<file path="config.mk">
export PLATFORM = sky130hd
export DESIGN_NAME = timer_deadline_queue_core_flat
export DESIGN_NICKNAME = d
export VERILOG_FILES = /design/src/hdl/tdq_pkg.sv /design/src/hdl/tdq_cmd_if.sv /design/src/hdl/tdq_rsp_if.sv /design/src/hdl/timer_deadline_queue_core.sv /design/src/flat_wrapper.sv
export SDC_FILE = /design/constraint.sdc
export NUM_CORES = 2
export LEC_CHECK = 0
export ABC_AREA = 0
export BUFFER_PORTS_ARGS = -buffer_cell sky130_fd_sc_hd__clkbuf_2
export CELL_PAD_IN_SITES_DETAIL_PLACEMENT = 0
export CELL_PAD_IN_SITES_GLOBAL_PLACEMENT = 1
export CORE_MARGIN = 2
export CORE_UTILIZATION = 28
export DETAILED_ROUTE_END_ITERATION = 10
export HOLD_SLACK_MARGIN = 0.05
export PLACE_DENSITY = 0.55
export SYNTH_ARGS = -nofsm -noshare
export SYNTH_HDL_FRONTEND = slang
export SYNTH_SLANG_ARGS = --single-unit
</file>
<file path="constraint.sdc">
create_clock -name clk -period 13.5 [get_ports clk]
set_input_delay 0 -clock clk [delete_from_list [all_inputs] [get_ports clk]]
set_output_delay 0 -clock clk [all_outputs]
set_load 0.02 [all_outputs]
</file>
<file path="src/hdl/tdq_pkg.sv">
// Shared types and constants for the timer deadline queue.
// No dependencies; compile before the interfaces and the core.
package tdq_pkg;

  localparam int TIME_W        = 48;
  localparam int ID_W          = 16;
  localparam int QUEUE_DEPTH_D = 16;
  localparam int MAX_RESULTS   = 16;
  localparam int POP_W         = $clog2(MAX_RESULTS + 1);

  typedef enum logic {
    ACT_INSERT = 1'b0,
    ACT_EXPIRE = 1'b1
  } tdq_action_t;

  typedef enum logic [2:0] {
    ST_IDLE,
    ST_INS_RD,
    ST_INS_CMP,
    ST_EXP_RD,
    ST_EXP_CMP,
    ST_FINISH
  } tdq_state_t;

  typedef struct packed {
    logic [TIME_W-1:0] deadline;
    logic [ID_W-1:0]   id;
  } tdq_entry_t;

  typedef struct packed {
    logic [ID_W-1:0]   expired_id;
    logic              expired_valid;
    logic              last;
    logic              new_earliest;
    logic              deadline_valid;
    logic [TIME_W-1:0] next_deadline;
    logic              insert_dropped;
  } tdq_result_t;

endpackage

</file>
<file path="src/hdl/tdq_cmd_if.sv">
// Command channel of the timer deadline queue: valid/ready plus one command.
// Depends on tdq_pkg.
interface tdq_cmd_if;
  import tdq_pkg::*;

  logic              valid;
  logic              ready;
  logic              action;
  logic [TIME_W-1:0] time_value;
  logic [ID_W-1:0]   timer_id;

  modport source (output valid, action, time_value, timer_id, input ready);
  modport sink   (input valid, action, time_value, timer_id, output ready);
endinterface

</file>
<file path="src/hdl/tdq_rsp_if.sv">
// Result channel of the timer deadline queue: valid/ready plus one result.
// Depends on tdq_pkg.
interface tdq_rsp_if;
  import tdq_pkg::*;

  logic              valid;
  logic              ready;
  logic [ID_W-1:0]   expired_id;
  logic              expired_valid;
  logic              last;
  logic              new_earliest;
  logic              deadline_valid;
  logic [TIME_W-1:0] next_deadline;
  logic              insert_dropped;

  modport source (output valid, expired_id, expired_valid, last, new_earliest,
                  deadline_valid, next_deadline, insert_dropped, input ready);
  modport sink   (input valid, expired_id, expired_valid, last, new_earliest,
                  deadline_valid, next_deadline, insert_dropped, output ready);
endinterface

</file>
<file path="src/hdl/timer_deadline_queue_core.sv">
// Timer deadline queue core: sorted store of (deadline, id) pairs.
// Depends on tdq_pkg, tdq_cmd_if and tdq_rsp_if.
//
// Usage:
//   cmd carries one command per beat: insert (deadline in time_value, id in
//   timer_id) or expire (current time in time_value). rsp returns results;
//   every command ends with exactly one beat that has last set.
//   An insert gives one beat: new_earliest, insert_dropped when the store
//   is full, and the earliest pending deadline. An expire gives one beat per
//   popped timer (at most 16 per command), or a single beat with no id when
//   nothing is due; the last beat carries the next pending deadline.
// Operation:
//   The store is a circular buffer in a single-port-read, single-port-write
//   memory, kept sorted by an insertion walk from the tail. Each compare
//   takes a read state and then a compare state: an insert walks one entry
//   per read/compare pair, an expire pops one timer per pair, and a refused
//   insert goes straight to the finish state.
//   cmd.ready is high only while the core is idle.
// Reset:
//   rst (synchronous) empties the queue and drops any pending result beat.
// Backpressure:
//   The result register holds its beat while rsp.ready is low; an expire
//   walk and the finish state stall until the register frees up.
module timer_deadline_queue_core #(
  parameter int QUEUE_DEPTH = tdq_pkg::QUEUE_DEPTH_D
) (
  input  logic      clk,
  input  logic      rst,
  tdq_cmd_if.sink   cmd,
  tdq_rsp_if.source rsp
);
  import tdq_pkg::*;

  localparam int IDX_W = (QUEUE_DEPTH > 1) ? $clog2(QUEUE_DEPTH) : 1;
  localparam int CNT_W = $clog2(QUEUE_DEPTH + 1);
  localparam logic [CNT_W:0]   DEPTH_SUM = (CNT_W + 1)'(QUEUE_DEPTH);
  localparam logic [CNT_W-1:0] DEPTH_CNT = CNT_W'(QUEUE_DEPTH);
  localparam logic [IDX_W-1:0] LAST_IDX  = IDX_W'(QUEUE_DEPTH - 1);
  localparam logic [POP_W-1:0] POP_MAX   = POP_W'(MAX_RESULTS);

  function automatic logic [IDX_W-1:0] slot_addr(input logic [IDX_W-1:0] base,
                                                  input logic [CNT_W-1:0] ofs);
    logic [CNT_W:0] sum;
    sum = (CNT_W + 1)'(base) + (CNT_W + 1)'(ofs);
    if (sum >= DEPTH_SUM) begin
      sum = sum - DEPTH_SUM;
    end
    return sum[IDX_W-1:0];
  endfunction

  tdq_entry_t store [QUEUE_DEPTH];

  tdq_state_t        state, state_next;
  logic [IDX_W-1:0]  head, head_next;
  logic [CNT_W-1:0]  count, count_next;
  logic [CNT_W-1:0]  slot, slot_next;
  logic [TIME_W-1:0] tv, tv_next;
  logic [ID_W-1:0]   tid, tid_next;
  logic [POP_W-1:0]  n_pop, n_pop_next;
  logic              have_pend, have_pend_next;
  logic [ID_W-1:0]   pend_id, pend_id_next;
  logic              chg, chg_next;
  logic              drop, drop_next;
  logic [TIME_W-1:0] front, front_next;
  logic              out_valid, out_valid_next;
  tdq_result_t       res, res_next;

  logic              rd_en;
  logic [IDX_W-1:0]  rd_addr;
  tdq_entry_t        rd_data;
  logic              wr_en;
  logic [IDX_W-1:0]  wr_addr;
  tdq_entry_t        wr_data;

  logic out_free;
  logic due;
  logic pop_ok;
  logic shift_up;

  assign out_free = !out_valid || rsp.ready;
  assign due      = (rd_data.deadline <= tv) && (n_pop != POP_MAX);
  assign pop_ok   = !have_pend || out_free;
  assign shift_up = rd_data.deadline > tv;

  assign cmd.ready = (state == ST_IDLE);

  assign rsp.valid            = out_valid;
  assign rsp.expired_id       = res.expired_id;
  assign rsp.expired_valid    = res.expired_valid;
  assign rsp.last             = res.last;
  assign rsp.new_earliest     = res.new_earliest;
  assign rsp.deadline_valid   = res.deadline_valid;
  assign rsp.next_deadline    = res.next_deadline;
  assign rsp.insert_dropped   = res.insert_dropped;

  // Next state
  always_comb begin
    state_next = state;
    unique case (state)
      ST_IDLE: begin
        if (cmd.valid) begin
          if (tdq_action_t'(cmd.action) == ACT_EXPIRE) begin
            state_next = ST_EXP_RD;
          end else if (count == DEPTH_CNT) begin
            state_next = ST_FINISH;
          end else begin
            state_next = ST_INS_RD;
          end
        end
      end
      ST_INS_RD: begin
        state_next = (slot == '0) ? ST_FINISH : ST_INS_CMP;
      end
      ST_INS_CMP: begin
        state_next = shift_up ? ST_INS_RD : ST_FINISH;
      end
      ST_EXP_RD: begin
        state_next = (count == '0) ? ST_FINISH : ST_EXP_CMP;
      end
      ST_EXP_CMP: begin
        if (!due) begin
          state_next = ST_FINISH;
        end else if (pop_ok) begin
          state_next = ST_EXP_RD;
        end
      end
      ST_FINISH: begin
        if (out_free) begin
          state_next = ST_IDLE;
        end
      end
      default: state_next = ST_IDLE;
    endcase
  end

  // Datapath and memory control
  always_comb begin
    head_next      = head;
    count_next     = count;
    slot_next      = slot;
    tv_next        = tv;
    tid_next       = tid;
    n_pop_next     = n_pop;
    have_pend_next = have_pend;
    pend_id_next   = pend_id;
    chg_next       = chg;
    drop_next      = drop;
    front_next     = front;
    out_valid_next = out_valid && !rsp.ready;
    res_next       = res;
    rd_en          = 1'b0;
    rd_addr        = head;
    wr_en          = 1'b0;
    wr_addr        = slot_addr(head, slot);
    wr_data        = '{deadline: tv, id: tid};

    unique case (state)
      ST_IDLE: begin
        if (cmd.valid) begin
          tv_next        = cmd.time_value;
          tid_next       = cmd.timer_id;
          slot_next      = count;
          n_pop_next     = '0;
          have_pend_next = 1'b0;
          chg_next       = 1'b0;
          drop_next      = (tdq_action_t'(cmd.action) == ACT_INSERT) &&
                           (count == DEPTH_CNT);
        end
      end
      ST_INS_RD: begin
        if (slot == '0) begin
          // new timer lands at the head
          wr_en      = 1'b1;
          count_next = count + CNT_W'(1);
          chg_next   = 1'b1;
          front_next = tv;
        end else begin
          rd_en   = 1'b1;
          rd_addr = slot_addr(head, slot - CNT_W'(1));
        end
      end
      ST_INS_CMP: begin
        wr_en = 1'b1;
        if (shift_up) begin
          // move the later entry one slot toward the tail
          wr_data   = rd_data;
          slot_next = slot - CNT_W'(1);
        end else begin
          count_next = count + CNT_W'(1);
        end
      end
      ST_EXP_RD: begin
        rd_en = (count != '0);
      end
      ST_EXP_CMP: begin
        front_next = rd_data.deadline;
        if (due && pop_ok) begin
          if (have_pend) begin
            out_valid_next = 1'b1;
            res_next       = '{expired_id: pend_id, expired_valid: 1'b1,
                               last: 1'b0, new_earliest: 1'b0,
                               deadline_valid: 1'b0, next_deadline: '0,
                               insert_dropped: 1'b0};
          end
          have_pend_next = 1'b1;
          pend_id_next   = rd_data.id;
          head_next      = (head == LAST_IDX) ? '0 : head + IDX_W'(1);
          count_next     = count - CNT_W'(1);
          n_pop_next     = n_pop + POP_W'(1);
        end
      end
      ST_FINISH: begin
        if (out_free) begin
          out_valid_next = 1'b1;
          res_next       = '{expired_id: have_pend ? pend_id : '0,
                             expired_valid: have_pend,
                             last: 1'b1,
                             new_earliest: chg,
                             deadline_valid: (count != '0),
                             next_deadline: (count != '0) ? front : '0,
                             insert_dropped: drop};
        end
      end
      default: ;
    endcase
  end

  always_ff @(posedge clk) begin
    if (wr_en) begin
      store[wr_addr] <= wr_data;
    end
    if (rd_en) begin
      rd_data <= store[rd_addr];
    end
  end

  always_ff @(posedge clk) begin
    if (rst) begin
      state     <= ST_IDLE;
      head      <= '0;
      count     <= '0;
      out_valid <= 1'b0;
    end else begin
      state     <= state_next;
      head      <= head_next;
      count     <= count_next;
      out_valid <= out_valid_next;
    end
  end

  always_ff @(posedge clk) begin
    slot      <= slot_next;
    tv        <= tv_next;
    tid       <= tid_next;
    n_pop     <= n_pop_next;
    have_pend <= have_pend_next;
    pend_id   <= pend_id_next;
    chg       <= chg_next;
    drop      <= drop_next;
    front     <= front_next;
    res       <= res_next;
  end

endmodule

</file>
<file path="src/flat_wrapper.sv">
// flat-port wrapper written by rule: the top's interface ports become plain ports
module timer_deadline_queue_core_flat import tdq_pkg::*;
#(
  parameter int QUEUE_DEPTH = tdq_pkg::QUEUE_DEPTH_D
)
  (clk, rst, cmd_valid, cmd_action, cmd_time_value, cmd_timer_id, cmd_ready, rsp_valid, rsp_expired_id, rsp_expired_valid, rsp_last, rsp_new_earliest, rsp_deadline_valid, rsp_next_deadline, rsp_insert_dropped, rsp_ready);
  tdq_cmd_if cmd_i ();
  tdq_rsp_if rsp_i ();
  input  logic clk;
  input  logic rst;
  input wire logic [$bits(cmd_i.valid)-1:0] cmd_valid;
  input wire logic [$bits(cmd_i.action)-1:0] cmd_action;
  input wire logic [$bits(cmd_i.time_value)-1:0] cmd_time_value;
  input wire logic [$bits(cmd_i.timer_id)-1:0] cmd_timer_id;
  output wire logic [$bits(cmd_i.ready)-1:0] cmd_ready;
  output wire logic [$bits(rsp_i.valid)-1:0] rsp_valid;
  output wire logic [$bits(rsp_i.expired_id)-1:0] rsp_expired_id;
  output wire logic [$bits(rsp_i.expired_valid)-1:0] rsp_expired_valid;
  output wire logic [$bits(rsp_i.last)-1:0] rsp_last;
  output wire logic [$bits(rsp_i.new_earliest)-1:0] rsp_new_earliest;
  output wire logic [$bits(rsp_i.deadline_valid)-1:0] rsp_deadline_valid;
  output wire logic [$bits(rsp_i.next_deadline)-1:0] rsp_next_deadline;
  output wire logic [$bits(rsp_i.insert_dropped)-1:0] rsp_insert_dropped;
  input wire logic [$bits(rsp_i.ready)-1:0] rsp_ready;
  assign cmd_i.valid = cmd_valid;
  assign cmd_i.action = cmd_action;
  assign cmd_i.time_value = cmd_time_value;
  assign cmd_i.timer_id = cmd_timer_id;
  assign cmd_ready = cmd_i.ready;
  assign rsp_valid = rsp_i.valid;
  assign rsp_expired_id = rsp_i.expired_id;
  assign rsp_expired_valid = rsp_i.expired_valid;
  assign rsp_last = rsp_i.last;
  assign rsp_new_earliest = rsp_i.new_earliest;
  assign rsp_deadline_valid = rsp_i.deadline_valid;
  assign rsp_next_deadline = rsp_i.next_deadline;
  assign rsp_insert_dropped = rsp_i.insert_dropped;
  assign rsp_i.ready = rsp_ready;
  timer_deadline_queue_core #(.QUEUE_DEPTH(QUEUE_DEPTH)) u_core (.clk(clk), .rst(rst), .cmd(cmd_i), .rsp(rsp_i));
endmodule
</file>
==> results.md <==
- Internal power: 9.04 mW
- CP Launch Type: register
- RSZ-0062 raised after global routing: false
- Initial antenna violation count: 6
- Arrival time at the worst endpoint: 5.74 ns
- Period utilisation layout: between 30 and 40%
- Hold Violations, Final: 0
- Largest net degree at the start of global routing: 138
- Routed WL per cell: 24.3 µm
- Peak VDD IR: 0.000217 V
- Die Y: between 400 and 500 µm
- Share of the synthesized area in the top cell type: 75.6%
- DRT met1 WL: 55,300 µm
- Antenna Nets Post-Route: 0
- Outcome: completed
- Num rows: 157
- Clock latency on the worst-skew pair: 0.77 ns
- Leading area contributor after synthesis: edfxtp_1
- WHS Path Cells: 2
- Layout cell share with drive strength beyond 1: 22.9%
- Area post-placement: 55,500 µm²
- Root buffer cell: clkbuf_16
- Synth area leaders: edfxtp_1, mux4_2, mux2i_1, ha_1, mux2_1
- Synth Flop Type: edfxtp_1
- Hold Crit Class: input pin to register
- Beginning of the worst hold path: cmd_time_value[13]
- Post-layout min period: 5.32 ns
- Setup CP Type: register to register
- TritonRoute pass-1 iters: 5
- CTS Hold Buffers Added: approximately 130
- Post-CTS setup buffers: 0
- Setup Skew: 0.0303 ns
- Post-synth EDFFs: 1,298
- R2R Setup Slk: ~8 ns
- R2R depth: 9
- Critical Path Sink Type: register
- DR vias: 24,608
- Max clock buf depth: 3
- Setup TNS: 0 ns
- Routed wl met2: 68,900 µm
- Crit Path Max Fanout: 29
- Synth Instances: ~2,500
- Worst EP required: 13.92 ns
- Cell area after layout: 60,900 µm²
- Worst-margin pin slew: 1.19 ns
- Initial Utilization: 28.2%
- Core box area: ~180,000 µm²
- Crit path from: u_core.rd_data[59]
- Clock Power Share: 27.2%
- Synthesized area: 51,600 µm²
- Nets@finish: 2,962
- Post_cts resized: 0
- Syn nets: ~2,600
- Synth Area per Inst: between 20 and 25 µm²
- Sequential power share: 43.3%
- WL final: 131,000 µm
- Highest metal used: met5
- Pwr dens: 215 nW/µm²
- Setup Viol. Count Final: 0
- Combinational share of power: between 20% and 30%
- PortBufs: 139
- DP Wirelength: 70,800 µm
- Vias in the first global route: between 20,000 and 30,000
- Die W: 433 µm
- Fmax: 188 MHz
- CTS clk-pin slew, worst paths: approximately 0.06 ns
- Synth cell types: 57
- P_sw: between 4 and 5 mW
- Worst r2r dst: u_core.store[5][15]
- Hold EP: u_core.tv[13]
- Post-synthesis register bit count: 1,311
- Met3 Wirelength: about 4700 µm
- Die footprint: ~190,000 µm²
- H-tree Lvls: 4
- Remaining DRCs: 0
- Lkg Pwr: between 20 and 25 nW
- Max-cap violations: 0
- Initial DRC Count: 2,010
- Total Routing Usage GR: between 10% and 20%
- CTS tree: built
- Layout overhead on the synthesized area: 18.1%
- Ys async rst share: 0%
- RR Startpoint: u_core.rd_data[59]
- Synth warn: 0
- Avg Vias per Cell: 4.56
- Max Slew Vio Count: 0
- Placer Congestion: 0.729
- CTS Buf Count: roughly 140
- Ports: 140
- Switching Share: 31.1%
- Slew HR: 20.9%
- Global route overflow: 0
- Clock Sinks: 1,311
- Sequential fraction of the synthesis area: 76.1%
- Global-route wire length before repair: 187,000 µm
## state kept, by name, indices dropped and copies added, names as in the netlist, 3 cells and up
register / flops
u_core.pend_id: 16
u_core.tv: 48
u_core.rsp.expired_id: 16
u_core.rd_data: 64
u_core.slot: 5
u_core.state: 3
u_core.front: 48
u_core.tid: 16
u_core.store: 1024
u_core.count: 5
u_core.head: 4
u_core.n_pop: 5
u_core.rsp.next_deadline: 48
## worst max-delay path by stage
stage | to | slack [ns] | depth (start not counted)
after floorplan | u_core.rsp.deadline_valid | 3.69 | 8
after global placement | u_core.rd_data[6] | 8.20 | 12
after detailed placement | u_core.rd_data[61] | 8.18 | 12
after CTS | u_core.rd_data[61] | 8.19 | 12
after global routing | u_core.rd_data[1] | 7.91 | 12
final | u_core.store[5][15] | 8.18 | 9
## placed cells by master, fill, tap and decap left out, drive strengths merged, types with 4 or more instances in the layout
master / instances
xor2: 6
clkbuf: 313
dlygate4sd3: 129
nand2: 85
mux2: 69
bufinv: 7
a311oi: 4
a31oi: 6
dfxtp: 13
inv: 73
nor3: 6
and2: 51
xnor2: 9
nor2: 47
mux2i: 194
a21oi: 30
o21ai: 67
nor2b: 24
nand3: 11
o21a: 4
mux4: 256
a21o: 5
clkinv: 51
nand4: 13
buf: 57
ha: 61
edfxtp: 1298
## critical path, stage by stage, from the launching register on
cell and delay [ns]:
edfxtp_1 0.41, ha_1 0.35, nand4_1 0.28, nor4_2 0.90
nand2_1 0.17, a311o_1 0.43, a31oi_4 0.46, buf_4 0.62
buf_4 0.70, mux2_1 0.59
## routing by layer
layer	global-route usage, %	up-vias
li1	-	10782
met1	17.7	13196
met2	24.8	478
met3	2.24	148
met4	3.29	4
met5	0	-
## through the flow
step | setup WS [ns] | total power, mW | hold slack, ns | utilization, % | cells
6_report | 8.18 | 13.1 | 0.0972 | 33.3 | 5397
5_1_grt | 7.91 | 13.8 | 0.0600 | 33.3 | 5397
4_1_cts | 8.19 | 13.3 | 0.0516 | 33.3 | 5394
3_5_place_dp | 8.18 | 9.71 | 0.181 | 30.3 | 5026
3_3_place_gp | 8.20 | 9.69 | 0.180 | 30.3 | 5026
2_1_floorplan | 3.69 | 8.46 | 0.0989 | - | 2472
## cell usage after synthesis (3+ instances only)
cell,n
a211oi_1,3
a21o_1,5
a21oi_1,30
a311oi_1,4
a31oi_1,6
and2_1,51
buf_1,9
buf_2,34
buf_4,29
clkbuf_1,34
dfxtp_1,13
edfxtp_1,1298
fa_1,3
ha_1,61
inv_1,63
mux2_1,65
mux2_2,4
mux2i_1,193
mux4_2,256
nand2_1,84
nand3_1,11
nand3b_1,3
nand4_1,13
nor2_1,47
nor2b_1,24
nor3_1,5
o211ai_1,3
o21a_1,4
o21ai_0,64
o21ai_1,3
o21bai_1,3
xnor2_1,9
xor2_1,6
## final cells by class
| type | count | area, µm² |
|---|---|---|
| Fill cell | 17431 | 122000 |
| Clock buffer | 174 | 3600 |
| Inverter | 65 | 248 |
| Multi-Input combinational cell | 990 | 11800 |
| Timing Repair Buffer | 325 | 2450 |
| Antenna cell | 1 | 2.50 |
| Sequential cell | 1311 | 39200 |
| Clock inverter | 67 | 541 |
| Tap cell | 2464 | 3080 |
## cell families (layout without fill, tap and decap cells)
group	Yosys count	count (layout)	share of synthesized area [%]
AOI/OAI and AO/OA	134	134	1.51
other	0	1	0
xor gates and xnor gates	15	15	0.255
and+or+nand+nor	258	258	2.59
muxes	519	519	16.5
buffers and inverters	171	631	1.54
adders and majority gates	64	64	1.60
DFF	1311	1311	76.1
## power by group through the flow
| stage | clock network, mW | logic, mW | registers, mW |
|---|---|---|---|
| after global routing | 3.81 | 4.23 | 5.73 |
| after floorplan | 0 | 2.72 | 5.74 |
| final | 3.57 | 3.86 | 5.68 |
| after detailed placement | 0 | 3.94 | 5.77 |
| after CTS | 3.66 | 3.98 | 5.69 |
| after global placement | 0 | 3.93 | 5.77 |
Power figures use the tool's default switching activity.
